## config.mk

```make
export PLATFORM = sky130hd
export DESIGN_NAME = lpl_div
export DESIGN_NICKNAME = d
export VERILOG_FILES = /design/src/rtl/core/lpl_div.sv
export SDC_FILE = /design/constraint.sdc
export NUM_CORES = 1
export LEC_CHECK = 0
export ABC_AREA = 1
export CORE_ASPECT_RATIO = 0.8
export CORE_MARGIN = 4
export CORE_UTILIZATION = 45
export DETAILED_ROUTE_END_ITERATION = 8
export DONT_BUFFER_PORTS = 1
export PLACE_DENSITY = 0.65
export SYNTH_ARGS = -nofsm -noshare
export SYNTH_HDL_FRONTEND = slang
export SYNTH_SLANG_ARGS = --single-unit
```

## constraint.sdc

```tcl
create_clock -name clk -period 7.4 [get_ports clk]
set_clock_uncertainty 0.1 [all_clocks]
set_input_delay 1.11 -clock clk [delete_from_list [all_inputs] [get_ports clk]]
set_output_delay 1.11 -clock clk [all_outputs]
set_load 0.005 [all_outputs]
```

## src/rtl/core/lpl_div.sv

```systemverilog
module lpl_div (
	input  logic        clk,
	input  logic        arst_n,
	input  logic        start,
	input  logic [40:0] num,
	input  logic [39:0] den,
	output logic        busy,
	output logic [16:0] quot
);
	logic [5:0]  cnt_q;
	logic [40:0] rem_q;
	logic [40:0] num_q;
	logic [16:0] quot_q;
	logic [41:0] trial;

	// only quotients up to 2^17 matter, numerator < 2^40
	assign trial = {rem_q, num_q[40]} - {2'b0, den};

	always_ff @(posedge clk or negedge arst_n) begin
		if (!arst_n) begin
			cnt_q <= '0;
		end else if (start) begin
			cnt_q <= 6'd41;
		end else if (cnt_q != 6'd0) begin
			cnt_q <= cnt_q - 6'd1;
		end
	end

	always_ff @(posedge clk) begin
		if (start) begin
			rem_q  <= '0;
			num_q  <= num;
			quot_q <= '0;
		end else if (cnt_q != 6'd0) begin
			num_q <= {num_q[39:0], 1'b0};
			if (!trial[41]) begin
				rem_q  <= trial[40:0];
				quot_q <= {quot_q[15:0], 1'b1};
			end else begin
				rem_q  <= {rem_q[39:0], num_q[40]};
				quot_q <= {quot_q[15:0], 1'b0};
			end
		end
	end

	assign busy = (cnt_q != 6'd0) || start;
	assign quot = quot_q;
endmodule

```

==> results_dict.tcl <==
set metrics [dict create \
    outcome "finished, final reports clean" \
    maxSlewViolCount 0 \
    first_global_vias 6933 \
    area_growth_pct 5.709 \
    io_pins 102 \
    nets 1439 \
    r2r.worst_path.cells 14 \
    die_area_um2 20200 \
    path_cells "inv_1 -> ha_1 -> inv_1 -> nor3_1 -> nand2_1 -> nor2_1 -> inv_2 -> nor2_1 -> inv_2 -> buf_4" \
    syn_area_um2 8088 \
    diodes 0 \
    fmax_mhz 266.5 \
    powerDensity_nw_per_um2 343.0 \
    die_h_um 127.9 \
    required_ns 6.19 \
    synth.avg_cell_area_um2 6.072 \
    path_delay_family "simple AND/OR/NAND/NOR gates" \
    core-area_um2 17490 \
    clkTransAtPathRegs_ns 0.09 \
    endpoint_kind "primary output" \
    cts_tree "done" \
    slowest_delay_ns 0.51 \
    clk-insertion-delay-late_ns 0.37 \
    r2r-start "rem_q[6]" \
    yosysSeqAreaShare_pct 31.44 \
    antenna_left 0 \
    cts_hold_buf 0 \
    cp.buffers_inverters 5 \
    finalSetupTns_ns 0 \
    rsz0062_at_grt "false" \
    grtUsageTotal_pct 21.52 \
    drv_cap 0 \
    period_minus_slack_ns 3.752 \
    cts.sinks 105 \
    drcViolationCount 0 \
    rrSetupSlack_ns 4.34 \
    start_util_pct 46.25 \
    whs_ns 0.3221 \
    worst_pin_slew_ns 0.8252 \
    io_buffer_count 0 \
    die_x_um 157.9 \
    post-cts-setup-buffers 0 \
    critPathMaxFanout 59 \
    syn_inst 1332 \
    grt_pass1_wl_um 34630 \
    worstReg2RegEnd "rem_q[31]" \
    cts_buffer_depth 2 \
    hpwl_um 16080 \
    setup_viol 0 \
    hold_viol 0 \
    cts-htree-levels 3 \
    slew_headroom_pct 44.99 \
    crit_arrival_ns 2.54 \
    antenna_found_initial 0 \
    via_count 7620 \
    clk_root_buffer_cell "clkbuf_16" \
    p_leak_nw 4.986 \
    period_share_pct 50.70 \
    holdCritPathClass "input port to async pin" \
    grt_max_degree 88 \
    critPathKind "flip-flop to primary output" \
    syn_nets 1458 \
    drive_above_1_share_pct 3.338 \
    synthDistinctLibCells 42 \
    numCtsBuffers 9 \
    drt_wl_total_um 21480 \
    postCtsResizedCells 0 \
    start_kind "flip-flop" \
    place.gp.congestion 0.9790 \
    synth-seq-cells 105 \
    routed_via_density 4.938 \
    firstDrtPassIters 7 \
    cp_slowest_cell "nor2_1" \
    yosysWarnings 0 \
    ir_drop_uv 157.2 \
    num_rows 43 \
    initialDrtViolationCount 543 \
    post_drt_wl_per_cell_um 13.92 \
    grt_overflow_total 0 \
]
flip-flops by register name (all words and copies together), names as in the netlist:
register,cells
num_q,41
rem_q,41
quot,17
cnt_q,6
metal layers:
metal	up-vias	wire (µm)	track usage, %
met5	-	0	0
met4	0	181	3.288
met3	12	1687	5.130
met2	220	8752	30.69
met1	3367	10860	33.39
li1	4021	-	-
Yosys cell counts (all sizes together):
cell type	instances	area (µm²)
o211ai	1	7.510
nor2	165	639.4
fa	1	20.02
nand4	2	27.53
a21oi	32	178.9
nor4	1	6.260
nand3b	1	7.510
clkinv	2	7.510
inv	241	904.6
o22ai	17	106.4
o21a	3	22.52
xor2	23	201.4
dfxtp	58	1161
or2	3	18.77
o21ai	7	35.03
o31ai	1	7.510
a21o	1	7.510
and2	2	12.51
buf	17	96.34
xnor2	1	8.760
nor3	4	25.02
a21boi	1	7.510
edfxtp	41	1231
nand3	125	635.6
o21bai	4	30.03
dfrtp	6	150.1
nand2	515	1958
clkbuf	16	60.06
ha	41	513.0
cell families after synthesis:
group	Yosys count	share of synthesized area, %
and+or+nand+nor	818	41.18
xor gates and xnor gates	24	2.599
adders and majority gates	42	6.590
buffers and inverters	276	13.21
DFF	105	31.44
AOI/OAI and AO/OA	67	4.982
placed cells by master (no fill, tap or decap), types with 2 or more instances in the layout:
cell type  synthesis  layout
nand2_1          509     509
inv_1            237     237
nor2_1           159     159
nand3_1          123     123
dfxtp_1           58      58
ha_1              41      41
edfxtp_1          41      41
a21oi_1           29      29
xor2_1            23      23
o22ai_1           17      17
clkbuf_16          0       9
o21ai_0            7       7
dfrtp_1            6       6
nor2_2             5       5
inv_2              4       4
nand2_2            4       4
o21bai_1           4       4
nor3_1             3       3
o21a_1             3       3
buf_4              0       3
clkinv_1           2       2
a21oi_2            2       2
nand3_2            2       2
nand2_4            2       2
or2_2              2       2
and2_1             2       2
clkinv_8           0       2
inv_8              0       2
through the flow:
stage / total power [mW] / worst slack [ns] / std cells / util (%) / instance area [µm²]
2_1_floorplan: 2.085 / 4.053 / 1332 / - / 8088
3_3_place_gp: 2.394 / 3.522 / 1527 / 47.10 / 8235
6_report: 2.932 / 3.648 / 1543 / 48.89 / 8549
4_1_cts: 2.936 / 3.654 / 1543 / 48.89 / 8549
3_5_place_dp: 2.416 / 3.469 / 1527 / 47.10 / 8235
5_1_grt: 3.220 / 3.428 / 1543 / 48.89 / 8549
layout make-up:
class,count,area [µm²]
fillers,1885,8936
multi-input cells,951,4477
flip-flops and latches,105,2542
inverters,243,912.1
well taps,225,281.5
clock buffers,9,225.2
clock inverters,7,88.84
repair buffers,3,22.52
worst reg2reg max path, delay by kind of cell (launching register included):
family	cells	cell delay, ns
AND/OR/NAND/NOR	10	2.07
flip-flops	1	0.34
buffers and inverters	3	0.16
adder cells (fa/ha/maj)	1	0.34
worst max path at each step:
stage | start | endpoint | slack (ns) | depth (start not counted)
after floorplan | start | busy | 4.05 | 4
after global placement | den[7] | rem_q[2] | 3.52 | 15
after detailed placement | den[7] | rem_q[31] | 3.47 | 15
after CTS | cnt_q[0] | busy | 3.65 | 10
after global routing | cnt_q[0] | busy | 3.43 | 10
final | cnt_q[0] | busy | 3.65 | 10
power by group:
part | internal, mW | total [mW] | switching, mW | leakage [nW]
sequential | 0.736 | 0.834 | 0.0984 | 0.994
clock | 0.246 | 0.509 | 0.263 | 0.153
combinational | 0.527 | 1.59 | 1.06 | 3.84
total | 1.51 | 2.93 | 1.42 | 4.99
No activity file was read; power rests on OpenSTA's default activity.
