==> config.mk <==
export PLATFORM = sky130hd
export DESIGN_NAME = lpl_lane
export DESIGN_NICKNAME = d
export VERILOG_FILES = /design/src/rtl/core/lpl_pkg.sv /design/src/rtl/core/lpl_lane.sv
export SDC_FILE = /design/constraint.sdc
export NUM_CORES = 2
export LEC_CHECK = 0
export BUFFER_PORTS_ARGS = -buffer_cell sky130_fd_sc_hd__buf_2
export CORE_UTILIZATION = 35
export DETAILED_ROUTE_END_ITERATION = 10
export PLACE_DENSITY = 0.57
export SYNTH_ARGS = -nofsm -noshare
export SYNTH_HDL_FRONTEND = slang
export SYNTH_SLANG_ARGS = --single-unit
export TNS_END_PERCENT = 100
==> constraint.sdc <==
create_clock -name clk -period 8.8 [get_ports clk]
set_input_delay 1.32 -clock clk [delete_from_list [all_inputs] [get_ports clk]]
set_output_delay 1.32 -clock clk [all_outputs]
set_load 0.05 [all_outputs]
==> src/rtl/core/lpl_pkg.sv <==
package lpl_pkg;

	localparam int SAMPLE_W = 24;
	localparam int GAIN_W   = 17;
	localparam int MKUP_W   = 19;
	localparam int DRIVE_W  = 20;
	localparam int COEF_W   = 16;
	localparam int CEIL_W   = 24;
	localparam int LOOK_W   = 10;

	localparam logic [GAIN_W-1:0] UNITY      = 17'd65536;
	localparam logic [CEIL_W-1:0] FULL_SCALE = 24'd8388608;

	localparam logic [2:0] REG_DRIVE    = 3'd0;
	localparam logic [2:0] REG_CEILING  = 3'd1;
	localparam logic [2:0] REG_RELEASE  = 3'd2;
	localparam logic [2:0] REG_MKTARGET = 3'd3;
	localparam logic [2:0] REG_MKCOEF   = 3'd4;
	localparam logic [2:0] REG_LOOK     = 3'd5;

	typedef enum logic [3:0] {
		ST_IDLE,
		ST_RD,
		ST_PEAK,
		ST_DIV,
		ST_GAIN,
		ST_GRD,
		ST_LANE,
		ST_OUT
	} state_t;

	typedef struct packed {
		logic [CEIL_W-1:0] ceil;
		logic [DRIVE_W-1:0] drive;
		logic [GAIN_W-1:0] dgain;
		logic [MKUP_W-1:0] mkup;
	} lane_ctl_t;

	function automatic logic [MKUP_W-1:0] one_pole(input logic [COEF_W-1:0] c,
			input logic [MKUP_W-1:0] y, input logic [MKUP_W-1:0] t);
		logic [36:0] acc;
		acc = 37'(c) * 37'(y) + (37'd65536 - 37'(c)) * 37'(t) + 37'd32768;
		return MKUP_W'(acc >> 16);
	endfunction

endpackage

==> src/rtl/core/lpl_lane.sv <==
module lpl_lane (
	input  logic                  clk,
	input  lpl_pkg::lane_ctl_t    ctl,
	input  logic signed [23:0]    smp,
	output logic signed [23:0]    res
);
	import lpl_pkg::*;

	logic        neg_s1, neg_s2, neg_s3, neg_s4;
	logic [43:0] p1_s1;
	logic [60:0] p2_s2;
	logic [28:0] lim_s3;
	logic [47:0] p3_s4;
	logic [23:0] mag;
	logic [28:0] lim;
	logic [28:0] fin;

	assign mag = smp[23] ? 24'(-smp) : smp;

	always_ff @(posedge clk) begin
		neg_s1 <= smp[23];
		p1_s1  <= 44'(mag) * 44'(ctl.drive);
		neg_s2 <= neg_s1;
		p2_s2  <= 61'(p1_s1) * 61'(ctl.dgain);
		neg_s3 <= neg_s2;
		lim_s3 <= lim;
		neg_s4 <= neg_s3;
		p3_s4  <= 48'(lim_s3) * 48'(ctl.mkup);
	end

	always_comb begin
		logic [60:0] r;
		logic [47:0] q;
		r = (p2_s2 + 61'h80000000) >> 32;
		lim = (r > 61'(ctl.ceil)) ? 29'(ctl.ceil) : 29'(r);
		q = (p3_s4 + 48'd32768) >> 16;
		fin = (q > 48'(ctl.ceil)) ? 29'(ctl.ceil) : 29'(q);
		if (neg_s4) begin
			res = 24'(-fin);
		end else if (fin > 29'd8388607) begin
			res = 24'sd8388607;
		end else begin
			res = 24'(fin);
		end
	end
endmodule

==> impl_metrics.tcl <==
set metrics [dict create \
    ys_ff_latch 140 \
    critPathMaxFanout 4 \
    cp.arrival_ns 9.01 \
    highest-signal-layer "met4" \
    worstSetupStartpointType "input pin" \
    path_clk_slew_ns 0.09 \
    r2r_setup_slack_ns 0.98 \
    synthFlopType "dfxtp_1" \
    synth_edf_count 0 \
    finalCritPeriodShare 0.976 \
    slowest_delay_ns 0.54 \
    route.met2.wl_um 83700 \
    clock_sinks 140 \
    grt_max_degree 55 \
    wl_met1_um 72300 \
    ctsHoldBuffers 0 \
    start_util 0.354 \
    multiInputGateArea_um2 51400 \
    htreeDepth 4 \
    nFillCells 17500 \
    synth-seq-area-share 0.0459 \
    nets 9020 \
    cp_slowest_cell "fa_1" \
    worstMarginPinSlew_ns 1.22 \
    hpwl_um 140000 \
    ys_types 83 \
    path_class "input pin to flop" \
    die_w_um 420 \
    finalNonFillerCells 9296 \
    hold_path_end "neg_s2" \
    hold_viol 0 \
    worst-path-stages 28 \
    cts-root-buf "clkbuf_16" \
    fmax_ghz 0.116 \
    cts_max_path_buffers 2 \
    hold_ws_ns 0.360 \
    cp_top_family "adder cells" \
    grtUsageTotal 0.196 \
    avgViaCountPerCell 4.89 \
    portBuffers 128 \
    antenna_found_initial 11 \
    finClkSkew_ns 0.0295 \
    cp_num_buf_inv 4 \
    tritoncts "done" \
    met3WireLength_um 8140 \
    die_h_um 420 \
    post_drt_wl_per_cell_um 18.1 \
    setup_viol 0 \
    layout_commonest_cell "inv_1" \
    synth_top_area_share 0.484 \
    numCtsBuffers 17 \
    drt-initial-drc-count 2529 \
    syn2layout_area_growth_pct 8.60 \
    setup.worst_path.end_class "flop" \
    final_cell_mix "inv_1, fa_1, nand2_1, and2_1, ha_1" \
    status "finished clean" \
    ff_latch_area_um2 2800 \
    grt_pass1_vias 49600 \
    required_ns 9.22 \
    worstReg2RegEnd "p3_s4[45]" \
    gp_congestion 0.904 \
    postLayoutCellArea_um2 66300 \
    rows 152 \
    wl_um 169000 \
    dr.pass1.iters 5 \
    hold_start "neg_s1" \
    via_count 45500 \
    dp.cells 9252 \
    hold_class "flop to flop" \
    grt_pass1_wl_um 271000 \
    synth.largest_area_cell "fa_1" \
    min_path_cells 0 \
    syn_inst 6925 \
    core_um2 172000 \
    tns_ns 0 \
    r2r_start "lim_s3[6]" \
    drive_gt1_frac 0.0793 \
    syn_avg_cell_area_um2 8.81 \
    place_area_um2 65200 \
    yosys_warnings 0 \
    die_area_um2 176000 \
    r2r_cells 26 \
    drv_cap 0 \
    io_pins 129 \
    slew_violations 0 \
    fin_crit_ns 8.59 \
    drc 0 \
    grt.overflow.total 0 \
    synth.cell_area_um2 61000 \
    clock_latency_ns 0.51 \
    rsz0062_at_grt "yes" \
    final_antenna_net_count 0 \
    async_flop_share 0 \
    max-slew-margin-rel 0.188 \
    netlist_top_cells_area "fa_1, ha_1, inv_1" \
]
## per-layer routing
metal | track usage | up-vias
met4 | 0.0518 | 0
met1 | 0.255 | 23600
met2 | 0.345 | 1255
met5 | 0 | -
li1 | - | 20400
met3 | 0.0198 | 235
## layout make-up
class / count / share of cell area
timing repair buffer: 405 / 0.0430
tap: 2310 / 0.0436
antenna: 3 / 0.000113
multi-input combinational: 4875 / 0.775
sequential: 140 / 0.0423
clock inverter: 14 / 0.00238
clock buffer: 18 / 0.00663
inverter: 1531 / 0.0867
## cell usage after synthesis (4+ instances only)
cell type / n
o22ai_1: 4
nor2_1: 104
mux2_2: 27
o31ai_1: 8
nand3_1: 60
and4_1: 5
nor2b_1: 22
o2111ai_1: 6
or3_1: 23
and3_1: 28
xor2_1: 64
nor4b_1: 4
inv_1: 1531
buf_2: 6
dfxtp_1: 140
a31o_2: 4
o21ai_0: 84
a22oi_1: 11
a31oi_1: 14
clkbuf_1: 366
fa_1: 1476
and2_1: 617
a21boi_0: 4
nor3_1: 37
a21o_1: 67
ha_1: 469
mux2i_1: 9
o211ai_1: 7
a211oi_1: 14
o21bai_1: 16
o21a_1: 14
nand2b_1: 17
nand2_1: 1268
nor4_1: 17
or2_2: 4
a21oi_1: 131
a221oi_1: 9
nand4_1: 45
or4_1: 5
xnor2_1: 124
buf_6: 4
## flip-flops by register name, indices dropped and copies added, names as in the netlist
signal  flops
neg_s3      1
lim_s3     29
neg_s2      1
p2_s2      30
p1_s1      44
neg_s1      1
p3_s4      33
neg_s4      1
## per-stage QoR
step	utilization	setup WS, ns
finish	0.385	0.207
global route	0.385	-0.0193
CTS	0.382	0.00876
detailed placement	0.379	-0.584
global placement	0.379	-0.461
floorplan	-	-0.0180
## how the worst max path moves through the flow
| stage | startpoint | end | slack [ns] |
|---|---|---|---|
| 2_1_floorplan | smp[13] | p1_s1[43] | -0.02 |
| 3_3_place_gp | smp[9] | p1_s1[39] | -0.46 |
| 3_5_place_dp | smp[9] | p1_s1[39] | -0.58 |
| 4_1_cts | smp[13] | p1_s1[39] | 0.009 |
| 5_1_grt | smp[12] | p1_s1[38] | -0.02 |
| 6_report | smp[12] | p1_s1[43] | 0.21 |
## timing repair
item | in CTS | in global routing
buffers inserted | 0 | 10
pin swaps | 0 | 50
setup endpoints to repair | 3 | 25
gates resized for setup | 2 | 74
## worst reg2reg max path: stages (launching register included)
cell and delay [ns]:
dfxtp_1 1.04, nand2_1 0.24, fa_1 0.56, inv_1 0.05
fa_1 0.47, inv_1 0.05, fa_1 0.48, fa_1 0.56
inv_1 0.05, fa_1 0.49, fa_1 0.42, ha_1 0.34
a21oi_1 0.08, o21ai_0 0.38, buf_4 0.19, o21ai_0 0.20
nor4b_1 0.42, o21ai_0 0.15, buf_4 0.17, a2111oi_0 0.40
buf_4 0.20, o21ai_0 0.11, nand2_1 0.19, o41ai_1 0.09
buf_4 0.15, o21bai_1 0.14, xor2_1 0.15
## logic make-up (layout without fill, tap and decap cells)
kind of cell	after synthesis	after routing	share of synthesized area
compound gates	424	424	0.0446
xor+xnor	188	188	0.0270
fa+ha+maj	1945	1945	0.580
buf+inv	1914	1968	0.119
flops	140	140	0.0459
mux	37	37	0.00671
other cells	1	8	0.0000615
simple gates	2276	2276	0.177
Power is left out: the tool's default activity adds up to more than one toggle a clock period on the data nets, which glitch-free logic cannot reach.
